$ cat src/rtl/bmli_pkg.sv
// ----------------------------------------------------------------------------
// bmli_pkg
// Shared types and constants for the battery monitor / LED indicator unit:
// CSR indexes, register reset values, battery mode codes and fixed-point
// constants for the percent estimate.
// ----------------------------------------------------------------------------
package bmli_pkg;

   typedef enum logic [2:0] {
      CSR_VOLTAGE_GAIN    = 3'd0,
      CSR_CURRENT_ZERO    = 3'd1,
      CSR_CURRENT_GAIN    = 3'd2,
      CSR_IDLE_CURRENT    = 3'd3,
      CSR_TRICKLE_CURRENT = 3'd4,
      CSR_MIN_VOLTAGE     = 3'd5,
      CSR_CHARGE_OFFSET   = 3'd6
   } csr_index_type;

   typedef enum logic [2:0] {
      MODE_DISCHARGING = 3'd0,
      MODE_CHARGING    = 3'd1,
      MODE_TRICKLE     = 3'd2,
      MODE_CRITICAL    = 3'd3,
      MODE_ERROR       = 3'd4
   } mode_type;

   localparam int CSR_DATA_W = 20;

   // register reset values
   localparam logic [5:0]  VOLTAGE_GAIN_RST  = 6'd30;
   localparam logic [9:0]  CURRENT_ZERO_RST  = 10'd501;
   localparam logic [9:0]  CURRENT_GAIN_RST  = 10'd333;
   localparam logic [19:0] IDLE_CURRENT_RST  = 20'd1000;
   localparam logic [19:0] TRICKLE_RST       = 20'd3000;
   localparam logic [15:0] MIN_VOLTAGE_RST   = 16'd20000;
   localparam logic [11:0] CHARGE_OFFSET_RST = 12'd900;

   // state reset values
   localparam logic [9:0]  SMOOTH_V_RST = 10'd0;
   localparam logic [9:0]  SMOOTH_I_RST = 10'd512;
   localparam logic [6:0]  CHARGE_FULL  = 7'd100;
   localparam logic [6:0]  CHARGE_EMPTY = 7'd0;

   // floor(x/25) = (x * 83887) >> 21, exact for any 16-bit x
   localparam logic [16:0] DIV25_RECIP = 17'd83887;
   localparam int          DIV25_SHIFT = 21;

   localparam logic [6:0]  CRITICAL_PCT = 7'd20;

   // LED pattern bits: [2] high, [1] mid, [0] low
   localparam logic [2:0]  LED_OFF       = 3'b000;
   localparam logic [2:0]  LED_HIGH      = 3'b100;
   localparam logic [2:0]  LED_HIGH_MID  = 3'b110;
   localparam logic [2:0]  LED_MID       = 3'b010;
   localparam logic [2:0]  LED_MID_LOW   = 3'b011;
   localparam logic [2:0]  LED_LOW       = 3'b001;

endpackage

$ cat src/rtl/battery_monitor_led_indicator_unit.sv
// ----------------------------------------------------------------------------
// battery_monitor_led_indicator_unit
// Sample filter, scaling to mV/mA, battery mode and charge classification,
// indicator LED drive and cutter drive supervision.
// ----------------------------------------------------------------------------
// Pipeline: stage 1 registers, then the response register; rsp_ready
//   stalls hold both. Throughput: 1 item per cycle without such a stall.
//   Stage 1 runs the sample filters and the two scaling multipliers;
//   stage 2 runs the divide-by-25 reciprocal multiply, classification and
//   LED pattern into the response register.
// Reset (synchronous): CSRs to defaults, filters to 0 / 512, mode error,
//   charge 100, LEDs off, drives off, pipeline empty.
module battery_monitor_led_indicator_unit (
   input  logic                              clock,
   input  logic                              reset,
   // request channel
   input  logic                              req_valid,
   output logic                              req_ready,
   input  logic                              req_cmd,
   input  logic [9:0]                        req_voltage_sample,
   input  logic [9:0]                        req_current_sample,
   input  logic                              req_left_check_level,
   input  logic                              req_right_check_level,
   input  logic                              req_left_request,
   input  logic                              req_right_request,
   // response channel
   output logic                              rsp_valid,
   input  logic                              rsp_ready,
   output logic [15:0]                       rsp_voltage_mv,
   output logic signed [20:0]                rsp_current_ma,
   output logic [2:0]                        rsp_battery_mode,
   output logic [6:0]                        rsp_charge_percent,
   output logic                              rsp_led_high,
   output logic                              rsp_led_mid,
   output logic                              rsp_led_low,
   output logic                              rsp_left_running,
   output logic                              rsp_right_running,
   output logic                              rsp_left_drive,
   output logic                              rsp_right_drive,
   // configuration
   input  logic                              csr_write_en,
   input  bmli_pkg::csr_index_type           csr_index,
   input  logic [bmli_pkg::CSR_DATA_W-1:0]   csr_wdata
);
   import bmli_pkg::*;

   // ---------------------------------------------------------------- CSRs
   logic [5:0]  voltage_gain_ff;
   logic [9:0]  current_zero_ff;
   logic [9:0]  current_gain_ff;
   logic [19:0] idle_current_ff;
   logic [19:0] trickle_current_ff;
   logic [15:0] min_voltage_ff;
   logic [11:0] charge_offset_ff;

   always_ff @(posedge clock) begin
      if (reset) begin
         voltage_gain_ff    <= VOLTAGE_GAIN_RST;
         current_zero_ff    <= CURRENT_ZERO_RST;
         current_gain_ff    <= CURRENT_GAIN_RST;
         idle_current_ff    <= IDLE_CURRENT_RST;
         trickle_current_ff <= TRICKLE_RST;
         min_voltage_ff     <= MIN_VOLTAGE_RST;
         charge_offset_ff   <= CHARGE_OFFSET_RST;
      end else if (csr_write_en) begin
         case (csr_index)
            CSR_VOLTAGE_GAIN:    voltage_gain_ff    <= csr_wdata[5:0];
            CSR_CURRENT_ZERO:    current_zero_ff    <= csr_wdata[9:0];
            CSR_CURRENT_GAIN:    current_gain_ff    <= csr_wdata[9:0];
            CSR_IDLE_CURRENT:    idle_current_ff    <= csr_wdata[19:0];
            CSR_TRICKLE_CURRENT: trickle_current_ff <= csr_wdata[19:0];
            CSR_MIN_VOLTAGE:     min_voltage_ff     <= csr_wdata[15:0];
            CSR_CHARGE_OFFSET:   charge_offset_ff   <= csr_wdata[11:0];
            default: ;
         endcase
      end
   end

   // ------------------------------------------------------- flow control
   logic s1_valid_ff;
   logic out_valid_ff;
   logic s2_adv;
   logic req_xfer;
   logic s2_load;

   assign s2_adv    = !out_valid_ff || rsp_ready;
   assign req_ready = !s1_valid_ff || s2_adv;
   assign req_xfer  = req_valid && req_ready;
   assign s2_load   = s1_valid_ff && s2_adv;

   always_ff @(posedge clock) begin
      if (reset) begin
         s1_valid_ff  <= 1'b0;
         out_valid_ff <= 1'b0;
      end else begin
         if (req_ready)
            s1_valid_ff <= req_valid;
         if (s2_adv)
            out_valid_ff <= s1_valid_ff;
      end
   end

   // ------------------------------------------------ stage 1: filter/scale
   logic [9:0]  smooth_v_ff, smooth_v_in;
   logic [9:0]  smooth_i_ff, smooth_i_in;
   logic        phase_ff, phase_in;
   logic        left_drive_ff, left_drive_in;
   logic        right_drive_ff, right_drive_in;
   logic [11:0] filt_v_sum, filt_i_sum;
   logic signed [10:0] cur_offset;
   logic signed [21:0] cur_prod;

   // stage 1 -> stage 2 payload
   logic               s1_cmd_ff;
   logic [15:0]        s1_vmv_ff;
   logic signed [20:0] s1_ima_ff;
   logic               s1_phase_ff;
   logic               s1_lrun_ff, s1_rrun_ff;

   // (12*s + 4*p)/16 == (3*s + p)/4
   assign filt_v_sum = 12'(3 * req_voltage_sample) + {2'b00, smooth_v_ff};
   assign filt_i_sum = 12'(3 * req_current_sample) + {2'b00, smooth_i_ff};

   always_comb begin
      smooth_v_in    = smooth_v_ff;
      smooth_i_in    = smooth_i_ff;
      phase_in       = phase_ff;
      left_drive_in  = left_drive_ff;
      right_drive_in = right_drive_ff;
      if (req_cmd) begin
         left_drive_in  = req_left_request;
         right_drive_in = req_right_request;
      end else begin
         smooth_v_in    = filt_v_sum[11:2];
         smooth_i_in    = filt_i_sum[11:2];
         phase_in       = !phase_ff;
         left_drive_in  = left_drive_ff && !req_left_check_level;
         right_drive_in = right_drive_ff && !req_right_check_level;
      end
   end

   assign cur_offset = $signed({1'b0, smooth_i_in}) - $signed({1'b0, current_zero_ff});
   assign cur_prod   = $signed({1'b0, current_gain_ff}) * cur_offset;

   always_ff @(posedge clock) begin
      if (reset) begin
         smooth_v_ff    <= SMOOTH_V_RST;
         smooth_i_ff    <= SMOOTH_I_RST;
         phase_ff       <= 1'b0;
         left_drive_ff  <= 1'b0;
         right_drive_ff <= 1'b0;
      end else if (req_xfer) begin
         smooth_v_ff    <= smooth_v_in;
         smooth_i_ff    <= smooth_i_in;
         phase_ff       <= phase_in;
         left_drive_ff  <= left_drive_in;
         right_drive_ff <= right_drive_in;
      end
   end

   always_ff @(posedge clock) begin
      if (req_xfer) begin
         s1_cmd_ff   <= req_cmd;
         s1_vmv_ff   <= 16'(smooth_v_in * voltage_gain_ff);
         s1_ima_ff   <= cur_prod[20:0];
         s1_phase_ff <= phase_in;
         s1_lrun_ff  <= !req_left_check_level;
         s1_rrun_ff  <= !req_right_check_level;
      end
   end

   // ---------------------------------------- stage 2: classify, LEDs, output
   mode_type    mode_ff, mode_in;
   logic [6:0]  charge_ff, charge_in;
   logic [2:0]  led_ff, led_in;
   logic [20:0] cur_mag;
   logic [32:0] div_prod;
   logic [11:0] v_div25;
   logic signed [12:0] pct_raw;
   logic [6:0]  pct_sat;

   logic [15:0]        out_vmv_ff;
   logic signed [20:0] out_ima_ff;
   logic               out_lrun_ff, out_rrun_ff;
   logic               out_ldrive_ff, out_rdrive_ff;

   function automatic logic [2:0] level_pattern(input logic [6:0] charge);
      logic [2:0] pat;
      if (charge >= 7'd80)      pat = LED_HIGH;
      else if (charge >= 7'd60) pat = LED_HIGH_MID;
      else if (charge >= 7'd40) pat = LED_MID;
      else if (charge >= 7'd20) pat = LED_MID_LOW;
      else                      pat = LED_LOW;
      return pat;
   endfunction

   assign cur_mag  = s1_ima_ff[20] ? 21'(-s1_ima_ff) : s1_ima_ff;
   assign div_prod = s1_vmv_ff * DIV25_RECIP;
   assign v_div25  = div_prod[32:DIV25_SHIFT];
   assign pct_raw  = $signed({1'b0, v_div25}) - $signed({1'b0, charge_offset_ff});

   always_comb begin
      if (pct_raw < 0)
         pct_sat = CHARGE_EMPTY;
      else if (pct_raw > 13'sd100)
         pct_sat = CHARGE_FULL;
      else
         pct_sat = pct_raw[6:0];
   end

   always_comb begin
      mode_in   = mode_ff;
      charge_in = charge_ff;
      led_in    = led_ff;
      if (!s1_cmd_ff) begin
         if (cur_mag <= {1'b0, idle_current_ff}) begin
            mode_in = MODE_ERROR;            // battery disconnected, charge held
         end else if (s1_vmv_ff < min_voltage_ff) begin
            mode_in   = MODE_ERROR;
            charge_in = CHARGE_EMPTY;
         end else if (!s1_ima_ff[20]) begin
            charge_in = CHARGE_FULL;
            mode_in   = (s1_ima_ff[19:0] < trickle_current_ff) ? MODE_TRICKLE
                                                               : MODE_CHARGING;
         end else begin
            charge_in = pct_sat;
            mode_in   = (pct_sat < CRITICAL_PCT) ? MODE_CRITICAL : MODE_DISCHARGING;
         end

         case (mode_in)
            MODE_CHARGING:    led_in = s1_phase_ff ? LED_HIGH_MID : LED_OFF;
            MODE_TRICKLE:     led_in = s1_phase_ff ? LED_HIGH : LED_OFF;
            MODE_CRITICAL:    led_in = s1_phase_ff ? LED_LOW : LED_OFF;
            MODE_DISCHARGING: led_in = level_pattern(charge_in);
            default:          led_in = LED_OFF;
         endcase
      end
   end

   // mode/charge/LED registers are both the held state and the response fields
   always_ff @(posedge clock) begin
      if (reset) begin
         mode_ff   <= MODE_ERROR;
         charge_ff <= CHARGE_FULL;
         led_ff    <= LED_OFF;
      end else if (s2_load) begin
         mode_ff   <= mode_in;
         charge_ff <= charge_in;
         led_ff    <= led_in;
      end
   end

   // stage 1 always holds the newest accepted item, so the live drive state
   // is the one that belongs to it
   always_ff @(posedge clock) begin
      if (s2_load) begin
         out_vmv_ff    <= s1_vmv_ff;
         out_ima_ff    <= s1_ima_ff;
         out_lrun_ff   <= s1_lrun_ff;
         out_rrun_ff   <= s1_rrun_ff;
         out_ldrive_ff <= left_drive_ff;
         out_rdrive_ff <= right_drive_ff;
      end
   end

   assign rsp_valid          = out_valid_ff;
   assign rsp_voltage_mv     = out_vmv_ff;
   assign rsp_current_ma     = out_ima_ff;
   assign rsp_battery_mode   = mode_ff;
   assign rsp_charge_percent = charge_ff;
   assign rsp_led_high       = led_ff[2];
   assign rsp_led_mid        = led_ff[1];
   assign rsp_led_low        = led_ff[0];
   assign rsp_left_running   = out_lrun_ff;
   assign rsp_right_running  = out_rrun_ff;
   assign rsp_left_drive     = out_ldrive_ff;
   assign rsp_right_drive    = out_rdrive_ff;

endmodule
$ cat config.mk
export PLATFORM = sky130hd
export DESIGN_NAME = battery_monitor_led_indicator_unit
export DESIGN_NICKNAME = d
export VERILOG_FILES = /design/src/rtl/bmli_pkg.sv /design/src/rtl/battery_monitor_led_indicator_unit.sv
export SDC_FILE = /design/constraint.sdc
export NUM_CORES = 1
export LEC_CHECK = 0
export ABC_AREA = 1
export BUFFER_PORTS_ARGS = -buffer_cell sky130_fd_sc_hd__buf_2
export CAP_MARGIN = 40
export CORE_ASPECT_RATIO = 1.1
export CORE_MARGIN = 2
export CORE_UTILIZATION = 45
export CTS_CLUSTER_DIAMETER = 150
export DETAILED_ROUTE_END_ITERATION = 7
export GPL_TIMING_DRIVEN = 0
export PLACE_DENSITY_LB_ADDON = 0.12
export SLEW_MARGIN = 20
export SYNTH_ARGS = -nofsm -noshare
export SYNTH_HDL_FRONTEND = slang
export SYNTH_SLANG_ARGS = --single-unit
$ cat constraint.sdc
create_clock -name clock -period 16.66 [get_ports clock]
set_clock_uncertainty 0.1 [all_clocks]
set_input_delay 3.332 -clock clock [delete_from_list [all_inputs] [get_ports clock]]
set_output_delay 3.332 -clock clock [all_outputs]
set_load 0.02 [all_outputs]
Word-level counts from Yosys, hierarchy flattened
Cells that the tools add are included.
- register bits: 214
- latch bits: 0
- RAM bits: 0
- memory bits (read-only): 0
- bits of input ports: 53
- output and inout port bits: 56
- word-level logic and storage cells: 106
- memories kept: 0
- add/sub/neg operators: 5
- $mul: 5
- div/mod/pow operators: 0
- $lt $le $gt $ge: 10
- equal/unequal tests: 9
- shifts and indexed selects: 0
- muxes and demuxes: 26
- bitwise logic cells: 1
- reduce and logical (&&, ||, !) cells: 21
- operator list (operator ; number):
    $mux 7 ; 6
    $mul 16x17->33 const B ; 1
    $add 12x10->12 ; 2
    $mul 2x10->12 const A ; 2
    $le 21x20->1 ; 1
    $mul 11x11->21 ; 1
    $mux 21 ; 1
    $mux 3 ; 7
    $neg 21->21 ; 1
    $lt 20x20->1 ; 1
    $mux 10 ; 2
    $lt 16x16->1 ; 1
    $mul 10x6->16 ; 1
    $reduce_and 2->1 ; 8
    $ge 7x6->1 const B ; 2
    $gt 13x8->1 const B ; 1
    $lt 13x1->1 const B ; 1
    $sub 12x12->13 ; 1
    $eq 3x2->1 const B ; 4
    $pmux 3 s4 ; 1
    $sub 10x10->11 ; 1
    $mux 2 ; 5
    $eq 3x3->1 const B ; 3
    $ge 7x5->1 const B ; 1
    other kinds (9) ; 22

Longest topological paths before layout
- word-level depth: 15
- depth in mapped cells: 46
- depth with buffers taken out: 46

Worst setup path after synthesis
Ideal clock, no wire load.
- kind: in2reg
- start point: input req_current_sample[2]
- end point: register s1_ima_ff[18] (data pin)
- library setup time: 262 ps
- data arrival time: 10459 ps
- required time: 16298 ps
- slack: 5839 ps
- stages: 35
- path buffers: 0
- path through: fa_1 -> ha_1 -> nand2_1 -> o21a_1 -> o21ai_0 -> inv_1 -> or2_2 -> nand3_1 -> o21ai_0 -> inv_1 -> ha_1 -> a21oi_1 -> o21bai_1 -> a21oi_1 -> xor2_1 -> nor2_1 -> fa_1 -> fa_1 -> inv_1 -> fa_1 -> inv_1 -> fa_1 -> fa_1 -> ha_1 -> a21oi_1 -> inv_1 -> a31oi_1 -> o21ai_1 -> a21oi_1 -> o21bai_1 -> nand2_1 -> nand2_1 -> a21oi_1 -> o21ai_1 -> xor2_1
- word-level cells in the longest chain between the ends: 5
- RTL lines (item ; line ; source):
    from (decl) ; battery_monitor_led_indicator_unit.sv:21 ; input logic [9:0] req_current_sample,
    $mul 2x10->12 ; battery_monitor_led_indicator_unit.sv:122 ; assign filt_i_sum = 12'(3 * req_current_sample) + {2'b00, smooth_i_ff};
    $add 12x10->12 ; battery_monitor_led_indicator_unit.sv:122 ;
    $mux 10 ; battery_monitor_led_indicator_unit.sv:130 ; if (req_cmd) begin
    net smooth_i_in[4] ; battery_monitor_led_indicator_unit.sv:105 ; logic [9:0] smooth_i_ff, smooth_i_in;
    $sub 10x10->11 ; battery_monitor_led_indicator_unit.sv:142 ; assign cur_offset = $signed({1'b0, smooth_i_in}) - $signed({1'b0, current_zero_ff});
    $mul 11x11->21 ; battery_monitor_led_indicator_unit.sv:143 ; assign cur_prod = $signed({1'b0, current_gain_ff}) * cur_offset;
    net cur_prod[18] ; battery_monitor_led_indicator_unit.sv:111 ; logic signed [21:0] cur_prod;
    to (signal assigned) ; battery_monitor_led_indicator_unit.sv:165 ; s1_ima_ff <= cur_prod[20:0];
    to (decl) ; battery_monitor_led_indicator_unit.sv:116 ; logic signed [20:0] s1_ima_ff;
The timed path passes the listed nets, and every way through them passes these cells.
A chain may end at the register's enable or synchronous reset.

Final worst setup path
Same ends and word-level chain as after synthesis.

==> metrics <==
worst path required time=approximately 17 ns; Final ANT Viol Nets=0; CP dominant cell by count=fa_1; setup tns final=0 ns; Crit Path Max Fanout=9; Core Region=around 48000 um2; Die Span X=214 um; hpwl dp=47000 um; I/O pin count=109; Post-CTS Setup Repair Bufs=0; syn_nets=3175; Reg2Reg Setup Slack=7.81 ns; root buffer cell=clkbuf_16; Synth area leader=fa_1; Worst-Margin Slew=between 0.8 and 0.9 ns; die extent in y=between 200 and 250 um; CP Launch Type=input port; Hold Path Depth=0; initial DRC count=755; Design Area, Final=24200 um2; placer congestion estimate=0.920; Placement Cell Area=between 20000 and 25000 um2; Mapped Area=21800 um2; Post-synth EDFFs=approximately 80; DRT Pass-1 Iters=5; Overflow after GRT=0; synthesized instance count=2578; routed via count=roughly 17000; CP Capture Type=register; FF-to-FF End=s1_ima_ff[18]$_DFFE_PP_; DRC=0; Std-Cell Rows=84; Clk pin slew, worst setup/hold paths=0.06 ns; Worst-Skew Late Latency=0.58 ns; antenna violations before repair=2; drt wl/cell=between 15 and 20 um; Yosys warnings=0; dpl ws=4.70 ns; gr usage total=22.6%; Longest Clk Path Bufs=3; outcome=finished, final reports clean; Worst Path Arrival=11.62 ns; hold path start=s1_lrun_ff$_DFFE_PP_; clock sinks=214; Hold Crit Class=register to register; Inserted Clock Buffers=26; mean post-synth cell area=8.47 um2; Final Hold Viols=0; Pins Over Slew Limit=0; CP max stage delay=0.70 ns; layout cells sized above 1=under 10%; depth of the CTS H-tree=1; synth unique cells=50; slew margin rel.=40.3%; unrepaired setup endpoints after global routing=false; slowest library cell on the worst path=xor2_1; first-pass GRT wire length=90400 um; largest net degree at the start of global routing=48; Setup CP Type=input port to register; FMAX=0.0876 GHz; asr flop ratio synth=0%; Worst Hold End=rsp_left_running$_DFFE_PP_; FF-to-FF Start=smooth_i_ff[3]$_SDFFE_PP0P_; Synth top area share=20.6%; count leader, synth=inv_1; hold buffer count at CTS=0; Final nets=approximately 3300; synth top area cells=fa_1 (21%), ha_1 (18%), dfxtp_1 (12%); P&R area growth vs syn=10.9%; final setup fails=0; #FFs+latches synth=214; final setup margin=approximately 5.2 ns; commonest cells in the netlist=inv_1 (570), nand2_1 (382), ha_1 (319), fa_1 (225), a21oi_1 (201); die area=50300 um2; cells on worst reg2reg path=35; number of max-cap violations=0; vias in the first global route=17300; Vias/cell=a little over 5; fin crit period=approximately 11 ns; CTS tree=built; Final period util=68.5%; total routed wirelength=about 57000 um; sequential fraction of the synthesis area=a little under a quarter; number of I/O port buffers=107; Post-CTS Resized=0; prevailing post-synth register cell=dfxtp_1; initial core utilization=45.7%
-- worst max-delay path: cells and delay by family --
family          cells  cell delay (ns)
fa+ha+maj           9             3.95
buf+inv             6             0.44
compound gates     13             2.35
xor+xnor            2             0.89
simple gates        6             0.66
-- sequential cells by signal, summed over array words and instances, names as in the netlist, 3 cells and up --
register,flops
rsp_current_ma,21
s1_ima_ff,21
idle_current_ff,20
trickle_current_ff,20
min_voltage_ff,16
rsp_voltage_mv,16
s1_vmv_ff,16
charge_offset_ff,12
current_gain_ff,10
current_zero_ff,10
smooth_i_ff,10
smooth_v_ff,10
rsp_charge_percent,7
voltage_gain_ff,6
led_ff,3
rsp_battery_mode,3
-- cells by family (layout without fill, tap and decap cells) --
group           count (synthesis)  in the layout  share of synthesized area [%]
buf+inv                       628            792                           11.0
fa+ha+maj                     544            544                           38.9
mux                             1              1                         0.0458
compound gates                444            444                           11.2
other cells                     0              1                              0
simple gates                  678            678                           12.8
xor+xnor                       69             69                           2.77
flops                         214            214                           23.4
-- worst max path at each step --
stage / end / startpoint / cells past startpoint
CTS: s1_ima_ff[18]$_DFFE_PP_ / req_current_sample[2] / 36
finish: s1_ima_ff[18]$_DFFE_PP_ / req_current_sample[2] / 36
global placement: s1_ima_ff[18]$_DFFE_PP_ / req_current_sample[2] / 36
floorplan: s1_ima_ff[18]$_DFFE_PP_ / req_current_sample[2] / 35
global route: s1_ima_ff[18]$_DFFE_PP_ / req_current_sample[2] / 36
detailed placement: s1_ima_ff[18]$_DFFE_PP_ / req_current_sample[2] / 36
-- per-layer routing --
metal	track usage (%)	up-vias	routed length (um)
li1	-	8479	-
met1	29.7	8225	25300
met2	38.3	311	26800
met3	2.98	98	2560
met4	7.89	0	2000
met5	0	-	0
-- through the flow --
stage                     hold slack, ns  instances  util (%)
after floorplan                    0.300       2578         -
after global placement             0.304       3330      48.5
after detailed placement           0.315       3335      48.6
after CTS                          0.335       3383      50.6
after global routing               0.358       3387      50.6
final                              0.331       3388      50.6
-- final cells by class --
type                            count  area, um2
Clock buffer                       28        678
Antenna cell                        1       2.50
Inverter                          579       2170
Sequential cell                   214       5100
Multi-Input combinational cell   1736      14300
Clock inverter                     20        244
Fill cell                        4621      23600
Tap cell                          645        807
Timing Repair Buffer              116        642
Buffer                             49        224
-- placed cells by master, fill, tap and decap left out, types with 6 or more instances in the layout --
master,synthesis,final
clkinv_1,6,6
or2_2,7,7
buf_1,6,6
nor3_1,19,19
a21oi_1,201,201
o31ai_1,8,8
nand2_1,382,382
o21ai_0,152,152
clkbuf_1,39,38
xor2_1,46,46
buf_2,0,109
inv_1,570,569
nor2_1,180,180
fa_1,225,225
edfxtp_1,82,82
nand2_2,10,10
o21a_1,7,7
nand4_1,15,15
o211ai_1,39,39
clkbuf_16,0,26
dfxtp_1,132,132
o21ai_1,9,9
o21bai_1,9,9
nand3_1,46,46
ha_1,319,319
xnor2_1,23,23
Power is left out: the tool's default activity adds up to more than one toggle a clock period on the data nets, which glitch-free logic cannot reach.
